### config.mk
export PLATFORM = sky130hd
export DESIGN_NAME = white_blob_centroid_steering_top
export DESIGN_NICKNAME = d
export VERILOG_FILES = /design/src/wbc_pkg.sv /design/src/wbc_ctrl.sv /design/src/wbc_datapath.sv /design/src/white_blob_centroid_steering_top.sv
export SDC_FILE = /design/constraint.sdc
export NUM_CORES = 2
export LEC_CHECK = 0
export BUFFER_PORTS_ARGS = -buffer_cell sky130_fd_sc_hd__buf_2
export CAP_MARGIN = 10
export CORE_MARGIN = 1.5
export CORE_UTILIZATION = 55
export DETAILED_ROUTE_END_ITERATION = 10
export GPL_TIMING_DRIVEN = 0
export PLACE_DENSITY = 0.73
export SLEW_MARGIN = 20
export SYNTH_ARGS = -nofsm -noshare
export SYNTH_HDL_FRONTEND = slang
export SYNTH_SLANG_ARGS = --single-unit
### constraint.sdc
create_clock -name clk -period 8.3 [get_ports clk]
set_clock_uncertainty 0.15 [all_clocks]
set_input_delay 1.245 -clock clk [delete_from_list [all_inputs] [get_ports clk]]
set_output_delay 1.245 -clock clk [all_outputs]
set_load 0.01 [all_outputs]
### src/wbc_pkg.sv
// ----------------------------------------------------------------------------
// wbc_pkg
// shared types and constants of the white blob centroid steering block
// ----------------------------------------------------------------------------
package wbc_pkg;

  localparam int COL_W = 13;
  localparam int SUM_W = 35;
  localparam int CNT_W = 25;
  localparam int HALF_W = 12;
  localparam int QUO_W = 16;
  localparam int STEP_W = 4;

  localparam logic [SUM_W-1:0] SUM_MAX = {SUM_W{1'b1}};
  localparam logic [CNT_W-1:0] COUNT_MAX = {CNT_W{1'b1}};

  // quotient widths of the two divisions: centroid < 2^13, linear < 2^16
  localparam int CENT_SHIFT = 13;
  localparam logic [STEP_W-1:0] CENT_LAST = 4'd12;
  localparam logic [STEP_W-1:0] LIN_LAST = 4'd15;

  localparam logic [1:0] REG_IMAGE_WIDTH = 2'd0;
  localparam logic [1:0] REG_WHITE_LEVEL = 2'd1;
  localparam logic [1:0] REG_ANGULAR_GAIN = 2'd2;
  localparam logic [1:0] REG_MAX_LINEAR = 2'd3;

  localparam logic [12:0] RST_IMAGE_WIDTH = 13'd640;
  localparam logic [7:0] RST_WHITE_LEVEL = 8'd255;
  localparam logic [15:0] RST_ANGULAR_GAIN = 16'd197;
  localparam logic [15:0] RST_MAX_LINEAR = 16'd32768;

  typedef enum logic [2:0] {
    ST_ACCUM,
    ST_CENT,
    ST_OFFSET,
    ST_PROD,
    ST_LIN,
    ST_DONE
  } state_t;

  typedef struct packed {
    logic pix;
    logic div_step;
    logic calc_offset;
    logic calc_prod;
    logic load_out;
  } cmd_t;

  typedef struct packed {
    logic found;
    logic lin_ok;
    logic out_free;
  } sts_t;

endpackage

### src/wbc_ctrl.sv
// ----------------------------------------------------------------------------
// wbc_ctrl
// sequencer: pixel accumulation, shared divider steps and result hand-off
// ----------------------------------------------------------------------------
module wbc_ctrl (
  input  logic          clk,
  input  logic          rst,
  input  logic          in_valid,
  input  logic          end_of_frame,
  output logic          in_stall,
  output wbc_pkg::cmd_t cmd,
  input  wbc_pkg::sts_t sts
);
  import wbc_pkg::*;

  state_t state, state_next;
  logic [STEP_W-1:0] cnt, cnt_next;

  always_ff @(posedge clk) begin
    if (rst) begin
      state <= ST_ACCUM;
      cnt <= '0;
    end else begin
      state <= state_next;
      cnt <= cnt_next;
    end
  end

  always_comb begin
    state_next = state;
    cnt_next = '0;
    unique case (state)
      ST_ACCUM: begin
        if (in_valid && end_of_frame) state_next = ST_CENT;
      end
      ST_CENT: begin
        if (cnt == CENT_LAST) begin
          state_next = sts.found ? ST_OFFSET : ST_DONE;
        end else begin
          cnt_next = cnt + 1'b1;
        end
      end
      ST_OFFSET: begin
        state_next = ST_PROD;
      end
      ST_PROD: begin
        state_next = sts.lin_ok ? ST_LIN : ST_DONE;
      end
      ST_LIN: begin
        if (cnt == LIN_LAST) begin
          state_next = ST_DONE;
        end else begin
          cnt_next = cnt + 1'b1;
        end
      end
      ST_DONE: begin
        if (sts.out_free) state_next = ST_ACCUM;
      end
      default: state_next = ST_ACCUM;
    endcase
  end

  always_comb begin
    cmd = '0;
    in_stall = 1'b1;
    unique case (state)
      ST_ACCUM: begin
        in_stall = 1'b0;
        cmd.pix = in_valid;
      end
      ST_CENT: cmd.div_step = 1'b1;
      ST_OFFSET: cmd.calc_offset = 1'b1;
      ST_PROD: cmd.calc_prod = 1'b1;
      ST_LIN: cmd.div_step = 1'b1;
      ST_DONE: cmd.load_out = sts.out_free;
      default: cmd = '0;
    endcase
  end

  a_eof_starts_div: assert property (@(posedge clk) disable iff (rst)
    (in_valid && !in_stall && end_of_frame) |=> (state == ST_CENT))
    else $error("end of frame did not start the centroid division");

  a_load_needs_room: assert property (@(posedge clk) disable iff (rst)
    cmd.load_out |-> sts.out_free)
    else $error("result loaded while output register occupied");

  a_no_pixel_while_busy: assert property (@(posedge clk) disable iff (rst)
    (cmd.div_step || cmd.calc_offset || cmd.calc_prod) |-> !cmd.pix)
    else $error("pixel taken while result computation active");

endmodule

### src/wbc_datapath.sv
// ----------------------------------------------------------------------------
// wbc_datapath
// config registers, column accumulators, shared restoring divider, outputs
// ----------------------------------------------------------------------------
module wbc_datapath #(
  parameter int MAX_WIDTH = 4096
) (
  input  logic                clk,
  input  logic                rst,
  input  logic                cfg_write,
  input  logic [1:0]          cfg_index,
  input  logic [15:0]         cfg_data,
  input  logic [7:0]          red,
  input  logic [7:0]          green,
  input  logic [7:0]          blue,
  input  logic                end_of_frame,
  input  logic                out_stall,
  output logic                out_valid,
  output logic                ball_found,
  output logic signed [12:0]  offset_x,
  output logic [15:0]         forward_cmd,
  output logic signed [27:0]  turn_cmd,
  input  wbc_pkg::cmd_t       cmd,
  output wbc_pkg::sts_t       sts
);
  import wbc_pkg::*;

  localparam int WCAP = (MAX_WIDTH > 8191) ? 8191 : MAX_WIDTH;
  localparam logic signed [30:0] ANG_HI = 31'sd134217727;
  localparam logic signed [30:0] ANG_LO = -31'sd134217728;

  logic [12:0] image_width;
  logic [7:0]  white_level;
  logic [15:0] angular_gain;
  logic [15:0] max_linear;

  logic [COL_W-1:0] column_count;
  logic [SUM_W-1:0] column_sum;
  logic [CNT_W-1:0] match_count;

  logic [CNT_W-1:0]  rem;
  logic [QUO_W-1:0]  quo_sh;
  logic [CNT_W-1:0]  divisor;
  logic              found;
  logic              lin_ok;
  logic signed [13:0] offset_r;
  logic [12:0]       mag;
  logic signed [30:0] ang_prod;

  logic [COL_W-1:0]  eff_w;
  logic [COL_W-1:0]  col;
  logic [COL_W:0]    col_inc;
  logic              hit;
  logic [SUM_W-1:0]  sum_new;
  logic [CNT_W-1:0]  cnt_new;
  logic [CNT_W+1:0]  diff;
  logic [HALF_W-1:0] half;
  logic signed [13:0] off_c;
  logic [12:0]       mag_c;
  logic [27:0]       lin_prod;
  logic [27:0]       ang_sat;

  // config
  always_ff @(posedge clk) begin
    if (rst) begin
      image_width <= RST_IMAGE_WIDTH;
      white_level <= RST_WHITE_LEVEL;
      angular_gain <= RST_ANGULAR_GAIN;
      max_linear <= RST_MAX_LINEAR;
    end else if (cfg_write) begin
      unique case (cfg_index)
        REG_IMAGE_WIDTH: image_width <= cfg_data[12:0];
        REG_WHITE_LEVEL: white_level <= cfg_data[7:0];
        REG_ANGULAR_GAIN: angular_gain <= cfg_data;
        REG_MAX_LINEAR: max_linear <= cfg_data;
        default: ;
      endcase
    end
  end

  // pixel accumulation, divider step terms and result arithmetic (combinational)
  always_comb begin
    eff_w = (32'(image_width) > WCAP) ? COL_W'(WCAP) : image_width;
    col = (eff_w == '0) ? '0 : column_count;
    col_inc = {1'b0, col} + 1'b1;
    hit = (red == white_level) && (green == white_level) && (blue == white_level) &&
          (match_count != COUNT_MAX) && (column_sum <= SUM_MAX - SUM_W'(col));
    sum_new = hit ? column_sum + SUM_W'(col) : column_sum;
    cnt_new = hit ? match_count + 1'b1 : match_count;
    half = eff_w[COL_W-1:1];
    diff = {1'b0, rem, quo_sh[QUO_W-1]} - {2'b00, divisor};
    off_c = $signed({2'b00, half}) - $signed({1'b0, quo_sh[CENT_SHIFT-1:0]});
    mag_c = off_c[13] ? 13'(-off_c) : off_c[12:0];
    lin_prod = 28'(max_linear) * 28'(half - mag[HALF_W-1:0]);
    if (ang_prod > ANG_HI) begin
      ang_sat = ANG_HI[27:0];
    end else if (ang_prod < ANG_LO) begin
      ang_sat = ANG_LO[27:0];
    end else begin
      ang_sat = ang_prod[27:0];
    end
  end

  always_ff @(posedge clk) begin
    if (rst) begin
      column_count <= '0;
      column_sum <= '0;
      match_count <= '0;
    end else if (cmd.pix) begin
      if (end_of_frame) begin
        column_count <= '0;
        column_sum <= '0;
        match_count <= '0;
      end else begin
        column_count <= (col_inc >= {1'b0, eff_w}) ? '0 : col_inc[COL_W-1:0];
        column_sum <= sum_new;
        match_count <= cnt_new;
      end
    end
  end

  // shared divider and result arithmetic
  always_ff @(posedge clk) begin
    if (cmd.pix && end_of_frame) begin
      rem <= CNT_W'(sum_new[SUM_W-1:CENT_SHIFT]);
      quo_sh <= {sum_new[CENT_SHIFT-1:0], {(QUO_W-CENT_SHIFT){1'b0}}};
      divisor <= cnt_new;
      found <= (cnt_new != '0);
    end else if (cmd.div_step) begin
      rem <= diff[CNT_W+1] ? {rem[CNT_W-2:0], quo_sh[QUO_W-1]} : diff[CNT_W-1:0];
      quo_sh <= {quo_sh[QUO_W-2:0], ~diff[CNT_W+1]};
    end else if (cmd.calc_prod) begin
      rem <= CNT_W'(lin_prod[27:QUO_W]);
      quo_sh <= lin_prod[QUO_W-1:0];
      divisor <= CNT_W'(half);
    end
    if (cmd.calc_offset) begin
      offset_r <= off_c;
      mag <= mag_c;
      lin_ok <= (half != '0) && ({1'b0, half} > mag_c);
    end
    if (cmd.calc_prod) begin
      ang_prod <= 31'($signed({1'b0, angular_gain})) * 31'(offset_r);
    end
  end

  // output register
  always_ff @(posedge clk) begin
    if (rst) begin
      out_valid <= 1'b0;
    end else if (cmd.load_out) begin
      out_valid <= 1'b1;
    end else if (!out_stall) begin
      out_valid <= 1'b0;
    end
  end

  always_ff @(posedge clk) begin
    if (cmd.load_out) begin
      ball_found <= found;
      offset_x <= found ? offset_r[12:0] : '0;
      forward_cmd <= (found && lin_ok) ? quo_sh : '0;
      turn_cmd <= found ? ang_sat : '0;
    end
  end

  always_comb begin
    sts.found = found;
    sts.lin_ok = lin_ok;
    sts.out_free = !out_valid || !out_stall;
  end

  a_none_is_zero: assert property (@(posedge clk) disable iff (rst)
    (out_valid && !ball_found) |->
      (offset_x == '0 && forward_cmd == '0 && turn_cmd == '0))
    else $error("empty frame result not all zeros");

  a_linear_bounded: assert property (@(posedge clk) disable iff (rst)
    out_valid |-> (forward_cmd <= max_linear))
    else $error("forward command above top speed");

  a_eof_clears: assert property (@(posedge clk) disable iff (rst)
    (cmd.pix && end_of_frame) |=> (match_count == '0 && column_sum == '0))
    else $error("frame accumulators not cleared after last pixel");

endmodule

### src/white_blob_centroid_steering_top.sv
// ----------------------------------------------------------------------------
// white_blob_centroid_steering_top
// one pixel per cycle within a frame; pixels update registered accumulators
// last pixel: 13 divider steps for the centroid, offset and product states,
// then 16 divider steps for the forward command, then the result is registered
// (with no white pixel only the centroid steps; forward steps skipped when the
// forward command is zero by range); input stalled until result loaded, and an
// output stall delays that; sync reset restores defaults, clears frame state
// ----------------------------------------------------------------------------
module white_blob_centroid_steering_top #(
  parameter int MAX_WIDTH = 4096
) (
  input  logic               clk,
  input  logic               rst,
  input  logic               cfg_write,
  input  logic [1:0]         cfg_index,
  input  logic [15:0]        cfg_data,
  input  logic               in_valid,
  output logic               in_stall,
  input  logic [7:0]         red,
  input  logic [7:0]         green,
  input  logic [7:0]         blue,
  input  logic               end_of_frame,
  output logic               out_valid,
  input  logic               out_stall,
  output logic               ball_found,
  output logic signed [12:0] offset_x,
  output logic [15:0]        forward_cmd,
  output logic signed [27:0] turn_cmd
);
  import wbc_pkg::*;

  cmd_t cmd;
  sts_t sts;

  wbc_ctrl u_ctrl (
    .clk          (clk),
    .rst          (rst),
    .in_valid     (in_valid),
    .end_of_frame (end_of_frame),
    .in_stall     (in_stall),
    .cmd          (cmd),
    .sts          (sts)
  );

  wbc_datapath #(
    .MAX_WIDTH (MAX_WIDTH)
  ) u_datapath (
    .clk          (clk),
    .rst          (rst),
    .cfg_write    (cfg_write),
    .cfg_index    (cfg_index),
    .cfg_data     (cfg_data),
    .red          (red),
    .green        (green),
    .blue         (blue),
    .end_of_frame (end_of_frame),
    .out_stall    (out_stall),
    .out_valid    (out_valid),
    .ball_found   (ball_found),
    .offset_x     (offset_x),
    .forward_cmd  (forward_cmd),
    .turn_cmd     (turn_cmd),
    .cmd          (cmd),
    .sts          (sts)
  );

endmodule
==> reports/qor.tcl <==
set qor(vdd.ir_drop.worst_uv) 227.8
set qor(drive_above_1_share_pct) 9.410
set qor(finalHoldViolCount) 0
set qor(grt_pass1_vias) 27600
set qor(max_freq_mhz) 120.9
set qor(timing.critical_path.slowest_stage_cell) {sky130_fd_sc_hd__fa_1}
set qor(clk_latency_ps) 580
set qor(clock_tree.htree_level_count) 2
set qor(first_pass_grt_wire_length_mm) 152.2
set qor(rsz_0062_raised_after_global_routing) {true}
set qor(routed_wirelength_mm) 97.25
set qor(synth.cell_area_um2) 33380
set qor(synth.lib_cells_used.distinct) 74
set qor(globalRouteTotalUtil_pct) 31.47
set qor(cp-endpoint) {u_datapath.rem[8]}
set qor(rows) 90
set qor(min_period_over_period_pct) 99.65
set qor(final.min_clock_period_ps) 8271
set qor(num_vias) 27650
set qor(die-height_um) 249.4
set qor(post_synthesis_adder_cell_area_fraction_pct) 33.03
set qor(synth.yosys.seq_area_share_pct) 24.23
set qor(numPortBuffers) 106
set qor(leakage_power_of_the_design_nw) 16.83
set qor(grt_max_degree) 30
set qor(report.final.setup_viol) 0
set qor(cap_violations) 0
set qor(worstHoldPathType) {reg -> reg}
set qor(worst_setup_path_end_kind) {flip-flop}
set qor(layout.core_utilization_pct) 62.13
set qor(place_inst) 4597
set qor(floorplan.initialDensity_pct) 55.52
set qor(core_area_um2) 60130
set qor(timing.critical_path.fanout_max) 5
set qor(ys.warnings.count) 0
set qor(synth-simple-area-share_pct) 17.55
set qor(filler_cell_count) 5102
set qor(io_pins) 108
set qor(asyncSetResetFlopFracSynth_pct) 0
set qor(seq_area_um2) 8093
set qor(longest_individual_stage_delay_on_the_worst_path_ps) 520
set qor(final-max-slew-violation-count) 0
set qor(clock-sinks) 316
set qor(drt.antenna.violating_nets) 0
set qor(tritoncts.num_buffers) 36
set qor(design.die.area_um2) 62190
set qor(gp_congestion) 1.016
set qor(drc) 0
set qor(synth_area_leaders) {sky130_fd_sc_hd__fa_1 (23%), sky130_fd_sc_hd__edfxtp_1 (16%), sky130_fd_sc_hd__ha_1 (10%)}
set qor(layout.cells.non_filler) 4716
set qor(clkTransAtPathRegs_ps) 60
set qor(critical_path_arrival_ps) 8540
set qor(area_used_by_multi_input_combinational_logic_um2) 23240
set qor(top_area_cell_type_share_of_the_netlist_area_pct) 23.03
set qor(totalPowerFinal_mw) 9.592
set qor(initialDrtViolationCount) 2318
set qor(antenna_found_initial) 3
set qor(most_common_cell_in_the_synthesized_netlist) {sky130_fd_sc_hd__inv_1}
set qor(nNetsFinal) 4604
set qor(worstSetupStartpoint) {u_datapath.mag[0]}
set qor(yosys.area.top_type) {sky130_fd_sc_hd__fa_1}
set qor(status) {completed}
set qor(synth-seq-cells) 316
set qor(ys_top_cells_by_count) {sky130_fd_sc_hd__inv_1 (546), sky130_fd_sc_hd__nand2_1 (443), sky130_fd_sc_hd__fa_1 (384)}
set qor(power.density_nw_per_um2) 256.7
set qor(worst_slew_pin_slew_ps) 1215
set qor(cts.path.max_buffers) 3
set qor(path_class) {reg -> reg}
set qor(detail_route.vias_per_cell) 5.863
set qor(synthMuxAreaShare_pct) 0.2399
set qor(timing.slew.headroom_pct) 18.70
set qor(critical_path_most_common_cell) {sky130_fd_sc_hd__fa_1}
set qor(post_synth_xor_area_fraction_pct) 4.853
set qor(syn2layout_area_growth_pct) 11.91
set qor(synth_cells) 3701
set qor(synth_top_family_by_area) {adder cells}
set qor(worst_r2r_path_depth) 34
set qor(first_pass_iters) 6
set qor(worst-endpoint-required_ps) 8570
set qor(ctsRootBufferMaster) {sky130_fd_sc_hd__clkbuf_16}
set qor(hold_buffers) 0
set qor(die-width_um) 249.4
set qor(setup.reg_to_reg.worst_slack_ps) 30
set qor(overflow_left_after_global_routing) 0
set qor(synth-edff-count) 176
set qor(primary_ff_master_synth) {sky130_fd_sc_hd__edfxtp_1}
set qor(compound_gate_portion_of_the_synthesized_area_pct) 12.09
set qor(postSynthNetCount) 4400
set qor(routed_wire_length_per_instance_um) 20.62
set qor(critical_path_start_type) {flip-flop}
set qor(rr_startpoint) {u_datapath.mag[0]}
set qor(rr_endpoint) {u_datapath.rem[8]}
set qor(tritoncts) {yes}
set qor(post-dp-hpwl_mm) 75.59
set qor(syn_avg_cell_area_um2) 9.020
cell type report:
cell class	count	area share [%]
multi-input combinational	2675	62.21
tap	782	2.619
timing repair buffer	167	2.957
inverter	547	5.536
sequential	316	21.66
buffer	162	1.906
clock buffer	47	2.659
antenna	2	0.01340
clock inverter	18	0.4387
how the worst min path moves through the flow:
stage,startpoint,to,slack (ps),cells past startpoint
final,u_ctrl.cnt[0],u_ctrl.cnt[0],320,1
after global routing,u_ctrl.cnt[0],u_ctrl.cnt[0],330,1
after CTS,u_ctrl.cnt[0],u_ctrl.cnt[0],320,1
after detailed placement,u_ctrl.cnt[0],u_ctrl.cnt[0],310,1
after global placement,u_ctrl.cnt[0],u_ctrl.cnt[0],300,1
after floorplan,u_ctrl.cnt[0],u_ctrl.cnt[0],280,1
cell usage in the layout, fill, tap and decap left out, types with 43 or more instances in the layout:
cell and instances:
sky130_fd_sc_hd__xor2_1 68, sky130_fd_sc_hd__clkbuf_1 145, sky130_fd_sc_hd__nor2b_1 50, sky130_fd_sc_hd__fa_1 376, sky130_fd_sc_hd__and2_1 207, sky130_fd_sc_hd__buf_4 50
sky130_fd_sc_hd__inv_1 526, sky130_fd_sc_hd__edfxtp_1 176, sky130_fd_sc_hd__dfxtp_1 138, sky130_fd_sc_hd__nand2_1 432, sky130_fd_sc_hd__ha_1 253, sky130_fd_sc_hd__nor2_1 171
sky130_fd_sc_hd__and3_1 52, sky130_fd_sc_hd__buf_2 111, sky130_fd_sc_hd__xnor2_1 109, sky130_fd_sc_hd__o21ai_0 133, sky130_fd_sc_hd__o21a_1 43, sky130_fd_sc_hd__a21oi_1 189
sky130_fd_sc_hd__nand3_1 65
where the power goes:
part | switching, mW | internal, mW
registers | 0.136 | 2.05
logic | 3.45 | 2.33
clock network | 0.705 | 0.916
total | 4.29 | 5.30
per-layer routing:
metal  track usage, %  vias up  routed length (um)
li1                 -    12580                   -
met1            39.56    13500               37770
met2            51.58     1267               45550
met3            5.549      302                8025
met4            17.47        0                5901
met5                0        -                   0
logic make-up (layout without fill, tap and decap cells):
kind of cell,Yosys count,in the layout
other,0,2
flip-flops,316,316
XOR/XNOR,185,185
adder cells (fa/ha/maj),651,651
buffers and inverters,710,941
AND/OR/NAND/NOR,1190,1190
multiplexers,8,8
AO/OA/AOI/OAI,641,641
state kept, by name, summed over array words and instances, names as in the netlist:
name / flops
u_datapath.match_count: 25
u_datapath.ball_found: 1
u_datapath.forward_cmd: 16
u_ctrl.state: 3
u_datapath.divisor: 25
u_datapath.offset_r: 13
u_datapath.column_count: 13
u_datapath.quo_sh: 16
u_datapath.ang_prod: 31
u_datapath.found: 1
u_datapath.column_sum: 35
u_datapath.image_width: 13
u_datapath.rem: 25
u_datapath.angular_gain: 16
u_datapath.out_valid: 1
u_datapath.max_linear: 16
u_datapath.white_level: 8
u_datapath.mag: 12
u_datapath.lin_ok: 1
u_datapath.offset_x: 13
u_ctrl.cnt: 4
u_datapath.turn_cmd: 28
through the flow:
stage	setup WS (ps)	hold slack, ps	cell area (um2)	setup TNS (ps)
global placement	-1927	297.5	34930	-23640
finish	28.76	319.3	37360	0
floorplan	7.940	279.6	33420	0
global route	-233.0	330.2	37360	-1358
CTS	-29.82	323.4	37090	-99.33
detailed placement	-1870	311.7	35100	-23390
what timing repair did:
| action | 4_1_cts | 5_1_grt |
|---|---|---|
| setup buffers | 34 | 18 |
| setup endpoints to repair | 18 | 14 |
| gates cloned | 2 | 0 |
| resized for setup | 135 | 38 |
| pin swaps | 68 | 46 |
worst max-delay path: cells and delay by family (launching register included):
kind | cells | cell delay [ps]
muxes | 1 | 220
adders and majority gates | 9 | 3810
xor gates and xnor gates | 1 | 150
and+or+nand+nor | 3 | 430
buffers and inverters | 9 | 820
AOI/OAI and AO/OA | 11 | 2050
DFF | 1 | 460
No activity file was read; power rests on OpenSTA's default activity.
